## src/hdl/atrq_pkg.sv

```systemverilog
// shared constants and types for the agent table radius query unit
package atrq_pkg;

  localparam int CAPACITY   = 32;
  localparam int SLOT_W     = $clog2(CAPACITY);
  localparam int CNT_W      = $clog2(CAPACITY + 1);
  localparam int SQRT_STEPS = 17;
  localparam int SQRT_CNT_W = $clog2(SQRT_STEPS + 1);

  localparam logic [1:0] OP_ENTER  = 2'd0;
  localparam logic [1:0] OP_UPDATE = 2'd1;
  localparam logic [1:0] OP_LEAVE  = 2'd2;
  localparam logic [1:0] OP_QUERY  = 2'd3;

  localparam logic [1:0] ST_OK         = 2'd0;
  localparam logic [1:0] ST_ALREADY_IN = 2'd1;
  localparam logic [1:0] ST_NOT_INSIDE = 2'd2;
  localparam logic [1:0] ST_TABLE_FULL = 2'd3;

  typedef struct packed {
    logic [15:0] agent;
    logic [15:0] x;
    logic [15:0] y;
  } slot_entry_t;

endpackage

```

## src/hdl/agent_table_radius_query_unit.sv

```systemverilog
// agent table with enter, update, leave and fixed-radius neighbour query
// one item at a time: every operation first sweeps the slot memory once to look up
// the agent (one synchronous read a cycle), then passes a decide state and ends with
// a final result word. a query whose agent is found then sweeps the memory again: a
// free or own slot is only read and skipped, any other slot goes through the read,
// difference, squares, and sum and compare states, and every neighbour found inside the
// radius runs a serial bit-pair square root; from the second neighbour on, a push state
// hands over the previous word. the run time is set by the single memory port and the
// serial square root. words leave through an output register, so a stall on the result
// side only holds the sequencer when the next word is ready
module agent_table_radius_query_unit (
  input  logic        clk,
  input  logic        rst_n,
  input  logic        cfg_wr_en,
  input  logic [15:0] cfg_wr_data,
  input  logic        in_valid,
  output logic        in_stall,
  input  logic [1:0]  in_operation,
  input  logic [15:0] in_agent_id,
  input  logic [15:0] in_pos_x,
  input  logic [15:0] in_pos_y,
  input  logic [16:0] in_radius,
  output logic        out_valid,
  input  logic        out_stall,
  output logic [1:0]  out_status,
  output logic        out_has_neighbor,
  output logic [15:0] out_neighbor_id,
  output logic [16:0] out_neighbor_distance,
  output logic [15:0] out_out_x,
  output logic [15:0] out_out_y,
  output logic        out_last
);

  typedef enum logic [9:0] {
    S_IDLE   = 10'b0000000001,
    S_FIND   = 10'b0000000010,
    S_DECIDE = 10'b0000000100,
    S_SREAD  = 10'b0000001000,
    S_SDIFF  = 10'b0000010000,
    S_SSQ    = 10'b0000100000,
    S_SCMP   = 10'b0001000000,
    S_SQRT   = 10'b0010000000,
    S_PUSH   = 10'b0100000000,
    S_FINAL  = 10'b1000000000
  } state_t;

  state_t state_r, state_nxt;

  // slot memory and per-slot occupancy flags
  atrq_pkg::slot_entry_t mem [atrq_pkg::CAPACITY];
  atrq_pkg::slot_entry_t rdata_r;
  logic [atrq_pkg::CAPACITY-1:0] used_r;

  logic                        wr_en;
  logic [atrq_pkg::SLOT_W-1:0] wr_addr;
  atrq_pkg::slot_entry_t       wr_data;
  logic [atrq_pkg::SLOT_W-1:0] rd_addr;
  logic [atrq_pkg::SLOT_W-1:0] rd_slot_r;
  logic                        rd_v_r;

  logic [15:0] entrance_x_r;

  // latched item
  logic [1:0]  op_r;
  logic [15:0] id_r, px_r, py_r;
  logic [16:0] rad_r;
  logic [33:0] r2_r;

  // lookup results
  logic                        found_r;
  logic [atrq_pkg::SLOT_W-1:0] me_r;
  logic [15:0]                 me_x_r, me_y_r;

  logic [atrq_pkg::CNT_W-1:0]  idx_r;
  logic [1:0]                  res_status_r;
  logic [15:0]                 res_x_r;

  // query datapath
  logic [15:0] dx_r, dy_r, nbr_id_r;
  logic [31:0] sqx_r, sqy_r;
  logic [32:0] d2;
  logic [33:0] sq_v_r;
  logic [19:0] sq_rem_r;
  logic [16:0] sq_root_r;
  logic [atrq_pkg::SQRT_CNT_W-1:0] sq_cnt_r;
  logic [19:0] rem_sh, trial;

  // neighbour held back until we know whether it is the last one
  logic        pend_v_r;
  logic [15:0] pend_id_r;
  logic [16:0] pend_dist_r;

  // output register
  logic        out_valid_r;
  logic [1:0]  out_status_r;
  logic        out_hn_r;
  logic [15:0] out_id_r;
  logic [16:0] out_dist_r;
  logic [15:0] out_x_r;
  logic        out_last_r;

  logic                        out_free;
  logic                        full;
  logic [atrq_pkg::SLOT_W-1:0] free_slot;
  logic [atrq_pkg::SLOT_W-1:0] idx_slot;
  logic                        idx_end;
  logic                        skip;

  assign out_free = !out_valid_r || !out_stall;
  assign in_stall = (state_r != S_IDLE);
  assign idx_slot = idx_r[atrq_pkg::SLOT_W-1:0];
  assign idx_end  = (idx_r == atrq_pkg::CNT_W'(atrq_pkg::CAPACITY));
  assign skip     = !used_r[idx_slot] || (idx_slot == me_r);
  assign full     = &used_r;
  assign d2       = {1'b0, sqx_r} + {1'b0, sqy_r};
  assign rem_sh   = {sq_rem_r[17:0], sq_v_r[33:32]};
  assign trial    = {1'b0, sq_root_r, 2'b01};

  // lowest free slot
  always_comb begin
    free_slot = '0;
    for (int i = atrq_pkg::CAPACITY - 1; i >= 0; i--) begin
      if (!used_r[i]) free_slot = atrq_pkg::SLOT_W'(i);
    end
  end

  assign rd_addr = idx_slot;

  always_comb begin
    wr_en   = 1'b0;
    wr_addr = me_r;
    wr_data = '{agent: id_r, x: px_r, y: py_r};
    if (state_r == S_DECIDE) begin
      if (op_r == atrq_pkg::OP_ENTER && !found_r && !full) begin
        wr_en   = 1'b1;
        wr_addr = free_slot;
        wr_data = '{agent: id_r, x: entrance_x_r, y: 16'd0};
      end else if (op_r == atrq_pkg::OP_UPDATE && found_r) begin
        wr_en = 1'b1;
      end
    end
  end

  always_ff @(posedge clk) begin
    if (wr_en) mem[wr_addr] <= wr_data;
    rdata_r   <= mem[rd_addr];
    rd_slot_r <= rd_addr;
  end

  always_comb begin
    state_nxt = state_r;
    unique case (state_r)
      S_IDLE:   if (in_valid) state_nxt = S_FIND;
      S_FIND:   if (idx_end && !rd_v_r) state_nxt = S_DECIDE;
      S_DECIDE: begin
        if (op_r == atrq_pkg::OP_QUERY && found_r) state_nxt = S_SREAD;
        else state_nxt = S_FINAL;
      end
      S_SREAD: begin
        if (idx_end) state_nxt = S_FINAL;
        else if (!skip) state_nxt = S_SDIFF;
      end
      S_SDIFF:  state_nxt = S_SSQ;
      S_SSQ:    state_nxt = S_SCMP;
      S_SCMP:   state_nxt = ({1'b0, d2} < r2_r) ? S_SQRT : S_SREAD;
      S_SQRT: begin
        if (sq_cnt_r == atrq_pkg::SQRT_CNT_W'(atrq_pkg::SQRT_STEPS - 1)) begin
          state_nxt = pend_v_r ? S_PUSH : S_SREAD;
        end
      end
      S_PUSH:   if (out_free) state_nxt = S_SREAD;
      S_FINAL:  if (out_free) state_nxt = S_IDLE;
      default:  state_nxt = S_IDLE;
    endcase
  end

  always_ff @(posedge clk) begin
    if (!rst_n) begin
      state_r      <= S_IDLE;
      used_r       <= '0;
      entrance_x_r <= '0;
      out_valid_r  <= 1'b0;
      pend_v_r     <= 1'b0;
      rd_v_r       <= 1'b0;
      found_r      <= 1'b0;
      idx_r        <= '0;
    end else begin
      state_r <= state_nxt;
      if (cfg_wr_en) entrance_x_r <= cfg_wr_data;
      if (out_valid_r && !out_stall) out_valid_r <= 1'b0;
      rd_v_r <= (state_r == S_FIND) && !idx_end;

      unique case (state_r)
        S_IDLE: begin
          if (in_valid) begin
            op_r         <= in_operation;
            id_r         <= in_agent_id;
            px_r         <= in_pos_x;
            py_r         <= in_pos_y;
            rad_r        <= in_radius;
            found_r      <= 1'b0;
            pend_v_r     <= 1'b0;
            idx_r        <= '0;
            res_x_r      <= '0;
            res_status_r <= atrq_pkg::ST_OK;
          end
        end
        S_FIND: begin
          r2_r <= 34'(rad_r) * 34'(rad_r);
          if (!idx_end) idx_r <= idx_r + 1'b1;
          // lowest used slot holding the id wins
          if (rd_v_r && !found_r && used_r[rd_slot_r] && rdata_r.agent == id_r) begin
            found_r <= 1'b1;
            me_r    <= rd_slot_r;
            me_x_r  <= rdata_r.x;
            me_y_r  <= rdata_r.y;
          end
        end
        S_DECIDE: begin
          idx_r <= '0;
          unique case (op_r)
            atrq_pkg::OP_ENTER: begin
              if (found_r) res_status_r <= atrq_pkg::ST_ALREADY_IN;
              else if (full) res_status_r <= atrq_pkg::ST_TABLE_FULL;
              else begin
                used_r[free_slot] <= 1'b1;
                res_x_r           <= entrance_x_r;
              end
            end
            atrq_pkg::OP_LEAVE: begin
              if (found_r) used_r[me_r] <= 1'b0;
              else res_status_r <= atrq_pkg::ST_NOT_INSIDE;
            end
            default: begin
              if (!found_r) res_status_r <= atrq_pkg::ST_NOT_INSIDE;
            end
          endcase
        end
        S_SREAD: begin
          if (!idx_end && skip) idx_r <= idx_r + 1'b1;
        end
        S_SDIFF: begin
          dx_r     <= (rdata_r.x >= me_x_r) ? rdata_r.x - me_x_r : me_x_r - rdata_r.x;
          dy_r     <= (rdata_r.y >= me_y_r) ? rdata_r.y - me_y_r : me_y_r - rdata_r.y;
          nbr_id_r <= rdata_r.agent;
        end
        S_SSQ: begin
          sqx_r <= 32'(dx_r) * 32'(dx_r);
          sqy_r <= 32'(dy_r) * 32'(dy_r);
        end
        S_SCMP: begin
          if ({1'b0, d2} < r2_r) begin
            sq_v_r    <= {1'b0, d2};
            sq_rem_r  <= '0;
            sq_root_r <= '0;
            sq_cnt_r  <= '0;
          end else begin
            idx_r <= idx_r + 1'b1;
          end
        end
        S_SQRT: begin
          // one result bit per cycle from the top bit pair down
          sq_v_r   <= {sq_v_r[31:0], 2'b00};
          sq_cnt_r <= sq_cnt_r + 1'b1;
          if (rem_sh >= trial) begin
            sq_rem_r  <= rem_sh - trial;
            sq_root_r <= {sq_root_r[15:0], 1'b1};
          end else begin
            sq_rem_r  <= rem_sh;
            sq_root_r <= {sq_root_r[15:0], 1'b0};
          end
          if (sq_cnt_r == atrq_pkg::SQRT_CNT_W'(atrq_pkg::SQRT_STEPS - 1) && !pend_v_r) begin
            pend_v_r    <= 1'b1;
            pend_id_r   <= nbr_id_r;
            pend_dist_r <= (rem_sh >= trial) ? {sq_root_r[15:0], 1'b1}
                                             : {sq_root_r[15:0], 1'b0};
            idx_r       <= idx_r + 1'b1;
          end
        end
        S_PUSH: begin
          if (out_free) begin
            out_valid_r  <= 1'b1;
            out_status_r <= atrq_pkg::ST_OK;
            out_hn_r     <= 1'b1;
            out_id_r     <= pend_id_r;
            out_dist_r   <= pend_dist_r;
            out_x_r      <= '0;
            out_last_r   <= 1'b0;
            pend_id_r    <= nbr_id_r;
            pend_dist_r  <= sq_root_r;
            idx_r        <= idx_r + 1'b1;
          end
        end
        S_FINAL: begin
          if (out_free) begin
            out_valid_r  <= 1'b1;
            out_last_r   <= 1'b1;
            out_status_r <= pend_v_r ? atrq_pkg::ST_OK : res_status_r;
            out_hn_r     <= pend_v_r;
            out_id_r     <= pend_v_r ? pend_id_r : 16'd0;
            out_dist_r   <= pend_v_r ? pend_dist_r : 17'd0;
            out_x_r      <= pend_v_r ? 16'd0 : res_x_r;
          end
        end
        default: begin
        end
      endcase
    end
  end

  assign out_valid             = out_valid_r;
  assign out_status            = out_status_r;
  assign out_has_neighbor      = out_hn_r;
  assign out_neighbor_id       = out_id_r;
  assign out_neighbor_distance = out_dist_r;
  assign out_out_x             = out_x_r;
  assign out_out_y             = 16'd0;
  assign out_last              = out_last_r;

endmodule
```

## config.mk

```make
export PLATFORM = sky130hd
export DESIGN_NAME = agent_table_radius_query_unit
export DESIGN_NICKNAME = d
export VERILOG_FILES = /design/src/hdl/atrq_pkg.sv /design/src/hdl/agent_table_radius_query_unit.sv
export SDC_FILE = /design/constraint.sdc
export NUM_CORES = 2
export LEC_CHECK = 0
export ABC_CLOCK_PERIOD_IN_PS = 12400
export BUFFER_PORTS_ARGS = -buffer_cell sky130_fd_sc_hd__buf_2
export CAP_MARGIN = 20
export CORE_UTILIZATION = 60
export DETAILED_ROUTE_END_ITERATION = 8
export GPL_TIMING_DRIVEN = 0
export PLACE_DENSITY = 0.84
export SLEW_MARGIN = 5
export SYNTH_ARGS = -nofsm -noshare
export SYNTH_HDL_FRONTEND = slang
export SYNTH_SLANG_ARGS = --single-unit
```

## constraint.sdc

```tcl
create_clock -name clk -period 12.4 [get_ports clk]
set_input_delay 1.86 -clock clk [delete_from_list [all_inputs] [get_ports clk]]
set_output_delay 1.86 -clock clk [all_outputs]
set_load 0.02 [all_outputs]
```

; ---- Word-level counts from Yosys, hierarchy flattened
; Memories as Yosys holds them, arrays and structs flattened. A register that Yosys moved wholly into a read port is not among the register bits.
; Index checks and enable logic that the tools add are counted.
; Widths: inputs -> output; s select.
[classes]
n_bitwise = 3
addsub = 8
n_mul = 3
magnitude_cmp = 10
mux = 129
n_reduce_logical = 50
n_eq_ne = 38
[ops]
columns = cell, count
row1 = $mux 16, 14
row2 = $mux 5, 35
row3 = $mux 32, 5
row4 = $pmux 16 s2, 4
row5 = $mux 17, 6
row6 = $pmux 17 s2, 3
row7 = $pmux 10 s10, 1
row8 = $mux 10, 8
row9 = $pmux 34 s2, 1
row10 = $mul 16x16->32, 2
row11 = $pmux 32 s2, 1
row12 = $sub 16x16->16, 4
row13 = $pmux 6 s7, 1
row14 = $mux 18, 2
row15 = $mux 6, 6
row16 = $pmux 18 s2, 1
row17 = $lt 33x34->1, 1
row18 = $mul 17x17->34, 1
row19 = $mux 34, 1
row20 = $add 32x32->33, 1
row21 = $and 32x32->32, 1
row22 = $ge 16x16->1, 2
row23 = $not 32->32, 1
row24 = $or 32x32->32, 1
row25 = other kinds (51), 138
[word_totals]
register_bits = 501
ram_bits = 1536
in_bits = 88
mem_count = 1
wordCells = 279
out_inout_bits = 71
[mem_list]
columns = memory, words, word_bits, read_ports, rd_ports_with_merged_regs, wr, line_no
row1 = mem, 32, 48, 1, 1, 1, agent_table_radius_query_unit.sv:50  ; atrq_pkg::slot_entry_t mem [atrq_pkg::CAPACITY];

; ---- Longest topological paths before layout
[depth]
word_depth = 40
ltp_mapped = 27
depth_no_buf = 25

; ---- Worst setup path after synthesis
; OpenSTA, ideal clock, no wires.
[synth_path]
path_type = reg-to-reg
from = register sqx_r[3]
to = register sq_cnt_r[0] (netlist bit) (enable)
n_path_buf = 0
t_arrival_ps = 9101
required_ps = 11784
stages_incl_launch_ff = 19
setup_time_ps = 616
slack_ps = 2683
path_cell_list = edfxtp_1 -> ha_1 -> a21o_1 -> a21oi_1 -> o21a_1 -> o21bai_1 -> a21oi_1 -> o21bai_1 -> a2111oi_0 -> nor3_1 -> xor2_1 -> ha_1 -> and4_1 -> and3_1 -> a222oi_1 -> o211ai_1 -> a21oi_1 -> nor3_1 -> a211oi_1
[synth_between]
elab_chain_cells = 4
[synth_rtl]
columns = item, line_no
row1 = from (decl), agent_table_radius_query_unit.sv:80  ; logic [31:0] sqx_r, sqy_r;
row2 = from (signal assigned), agent_table_radius_query_unit.sv:248  ; sqx_r <= 32'(dx_r) * 32'(dx_r);
row3 = $add 32x32->33, agent_table_radius_query_unit.sv:115  ; assign d2 = {1'b0, sqx_r} + {1'b0, sqy_r};
row4 = $lt 33x34->1, agent_table_radius_query_unit.sv:252  ; if ({1'b0, d2} < r2_r) begin
row5 = $ne 2x2->1 (no source line), -
row6 = $reduce_and 3->1 (no source line), -
row7 = to (signal assigned), agent_table_radius_query_unit.sv:264  ; sq_cnt_r <= sq_cnt_r + 1'b1;
row8 = to (decl), agent_table_radius_query_unit.sv:85  ; logic [atrq_pkg::SQRT_CNT_W-1:0] sq_cnt_r;
; No other way between the ends.
; A chain may end at the register's enable or synchronous reset.

; ---- Worst setup path after layout
[layout_path]
from = register dy_r[1]
to = register sqy_r[31] (data pin)
[layout_between]
elab_chain_cells = 1
[layout_rtl]
columns = item, line_no
row1 = from (decl), agent_table_radius_query_unit.sv:79  ; logic [15:0] dx_r, dy_r, nbr_id_r;
row2 = from (signal assigned), agent_table_radius_query_unit.sv:244  ; dy_r <= (rdata_r.y >= me_y_r) ? rdata_r.y - me_y_r : me_y_r - rdata_r.y;
row3 = $mul 16x16->32, agent_table_radius_query_unit.sv:249  ; sqy_r <= 32'(dy_r) * 32'(dy_r);
row4 = to (signal assigned), agent_table_radius_query_unit.sv:249
row5 = to (decl), agent_table_radius_query_unit.sv:80
; No other way between the ends.

==> summary.txt <==
Outcome
  • Status: completed

CTS
  • Cts bufs inserted: between 150 and 200
  • Post-cts resize count: 0
  • Clock Latency Late Sink: just under 900 ps
  • CTS tree: done
  • H-Tree Depth: 4
  • Root buffer cell: clkbuf_16
  • Clock tree buffer depth: 3
  • Worst-path clk slew: ~70 ps
  • Clk sinks: 2082
  • Number of setup buffers added after CTS: 0
  • Hold-fix buffers, CTS: 0

GRT
  • GR met2 Demand/Resource: 58.0%
  • Largest net degree at the start of global routing: 34
  • Grt total ovfl: 0
  • Met3 usage: under 10%
  • First-pass GRT wire length: about 450 mm
  • GRT Resource Usage Total: roughly a third
  • Vias in the first global route: 67643
  • M1 GR Usage: between 30% and 40%
  • Initial antenna violation count: 19
  • Busiest grt layer: met2

Place
  • Worst slack at placement: 4520 ps
  • Post-DP HPWL: 198 mm
  • Gpl congestion: 0.905
  • Port-buffer cells: 140

Route
  • Routed wire length: roughly 310 mm
  • Via/cell ratio: around 6.6
  • Drt pass-1 iters: 9
  • Vias post-DR: 65730
  • DRT iter0 DRCs: between 9000 and 10000
  • Final ANT Viol Nets: 0
  • DRC: 0
  • DR WL/cell: approximately 32 microns

Pwr
  • Max VDD drop: 0.000537 V
  • Leak: between 40 and 50 nW
  • Clock share of power: between 20 and 30%
  • Sequential power share: about two fifths
  • Net Sw Frac: around 33%
  • Comb pwr share: 33.1%
  • Pint: 14.7 mW
  • Final Power: approximately 22 mW
  • Sw power: 7.17 mW
  • Power density over the cells: approximately 180 mW/mm^2

Yosys
  • Seq cells post-synth: ~2100
  • Avg Cell Area, Syn: ~15 sq um
  • EDFF count, synth: between 1500 and 2000
  • Most used flip-flop cell after synthesis: edfxtp_1
  • Sequential fraction of the synthesis area: between 50% and 60%
  • Unique masters post-synth: 82
  • Synth Cell Area: ~0.11 sq mm
  • Ys Warns: 0
  • Async set-or-reset flop fraction in the synthesized netlist: 0%
  • Mapped Cells: around 6900

Floorplanning
  • Die Wd: 423 microns
  • Rows: between 150 and 200
  • Die height: 423 microns
  • Io pins: roughly 160
  • Die ar.: 0.179 sq mm
  • Initial Util: approximately 60%
  • Core area: around 0.18 sq mm

Cells and area
  • Area Overhead vs Synth: 12.5%
  • Layout cells sized above 1: 16.1%
  • Commonest cells after routing, fill and taps aside: edfxtp_1 (1961), inv_1 (912), fa_1 (525)
  • Final core occ: between 60% and 70%
  • Final nets: ~8500
  • Commonest non-fill, non-tap cell in the layout: edfxtp_1

Worst setup path
  • CP bufs+invs: 6
  • CP delay by family, top: adder cells
  • Crit path kind: flip-flop to flip-flop
  • Crit path max fanout: 10
  • Crit path max-delay cell type: o41ai_1
  • Crit path top cell by count: fa_1
  • Worst Path Required: approximately 13000 ps
  • CP endpoint kind: flip-flop
  • Startpoint Class: flip-flop
  • Critical Path, Cell by Cell: clkbuf_1, clkbuf_1, and2_1, fa_1, ha_1, a21o_1, fa_1, inv_1, fa_1, inv_1, fa_1, inv_1, fa_1, inv_1, ha_1, and2_1, a22o_1, a21oi_1, o21ai_1, o31ai_1, o21ai_1, o41ai_1, o31ai_1, o211ai_1
  • Worst path arrival time: 8580 ps
  • CP max stage delay: between 700 and 800 ps

STA
  • Final setup fails: 0
  • Setup tns final: 0 ps
  • Slew of the pin with the lowest slew margin: roughly 1300 ps
  • Relative slew margins: around 12%
  • Max Slew Vio Count: 0
  • Tcrit/Tclk final: around two thirds
  • RSZ-0062 raised after global routing: no
  • Peak Freq: around 0.12 GHz
  • Fin crit period: 8030 ps
  • Clk_skew: approximately 95 ps
  • Final hold vios: 0
  • Final worst setup slack: approximately 4400 ps

Job
  • Max_cap viols: 0

Worst hold path
  • Hold WC Path Type: flip-flop to flip-flop
==> cell families (layout without fill, tap and decap cells) <==
family	Yosys count	in the layout	share of synthesized area, %
and+or+nand+nor	1237	1237	5.68
DFF	2082	2082	57.7
AOI/OAI and AO/OA	641	641	3.80
adders and majority gates	974	974	15.2
other	1	20	0.00353
xor gates and xnor gates	184	184	1.52
muxes	627	627	11.9
buffers and inverters	1175	1828	4.23
==> final cells by class <==
| class | instances | area [sq um] |
|---|---|---|
| Clock buffer | 257 | 5350 |
| Antenna cell | 4 | 10.0 |
| Sequential cell | 2082 | 61300 |
| Buffer | 262 | 1070 |
| Clock inverter | 106 | 1170 |
| Inverter | 913 | 3430 |
| Tap cell | 2340 | 2930 |
| Multi-Input combinational cell | 3679 | 40900 |
| Fill cell | 10766 | 56400 |
| Timing Repair Buffer | 290 | 3390 |
==> flip-flops by register name, indices dropped and copies added (netlist names), 17 cells and up <==
register,cells
used_r,32
sq_v_r,34
sqy_r,31
rad_r,17
mem,1536
sq_root_r,17
sqx_r,31
rdata_r,48
pend_dist_r,17
sq_rem_r,18
out_neighbor_distance,17
r2_r,33
==> final timing paths <==
kind	start	cells past startpoint	slack (ps)	to
max reg2reg	dy_r[1]	24	4370	sqy_r[31]
min reg2reg	idx_r[2]	0	360	rd_slot_r[2]
min	idx_r[2]	0	360	rd_slot_r[2]
max	dy_r[1]	24	4370	sqy_r[31]
==> layer usage <==
layer  routed length, microns  vias to the layer above  part of all wire [%]
met5                      131                        -                 0.042
met4                    28100                       18                   9.0
met3                    35400                     1550                    11
met2                   153000                     5488                    49
met1                    97600                    32621                    31
li1                         -                    26053                     -
==> through the flow <==
| step | instance area [sq um] | std cells | hold WS, ps |
|---|---|---|---|
| finish | 120000 | 9933 | 355 |
| global route | 120000 | 9931 | 362 |
| CTS | 119000 | 9882 | 355 |
| detailed placement | 112000 | 9519 | 342 |
| global placement | 110000 | 9416 | 330 |
| floorplan | 106000 | 6936 | 329 |
==> power by group through the flow <==
stage | combinational, mW | clock, mW | sequential, mW
3_3_place_gp | 6.90 | 0 | 8.53
4_1_cts | 7.18 | 6.21 | 8.38
5_1_grt | 8.19 | 6.47 | 8.39
3_5_place_dp | 7.06 | 0 | 8.53
6_report | 7.23 | 6.26 | 8.38
2_1_floorplan | 5.36 | 0 | 8.48
==> synth_stat cells (all sizes together) (119+ instances only) <==
cell    count  share of area (%)
edfxtp   1961                 55
inv       913                3.2
fa        525                9.9
mux4      500                 11
ha        449                5.3
nand2     430                1.5
nor2      248               0.88
and2      215                1.3
a21oi     194               0.91
clkbuf    190               0.67
o21ai     148               0.70
dfxtp     121                2.3
xnor2     119               0.98
No activity file was read; power rests on OpenSTA's default activity.
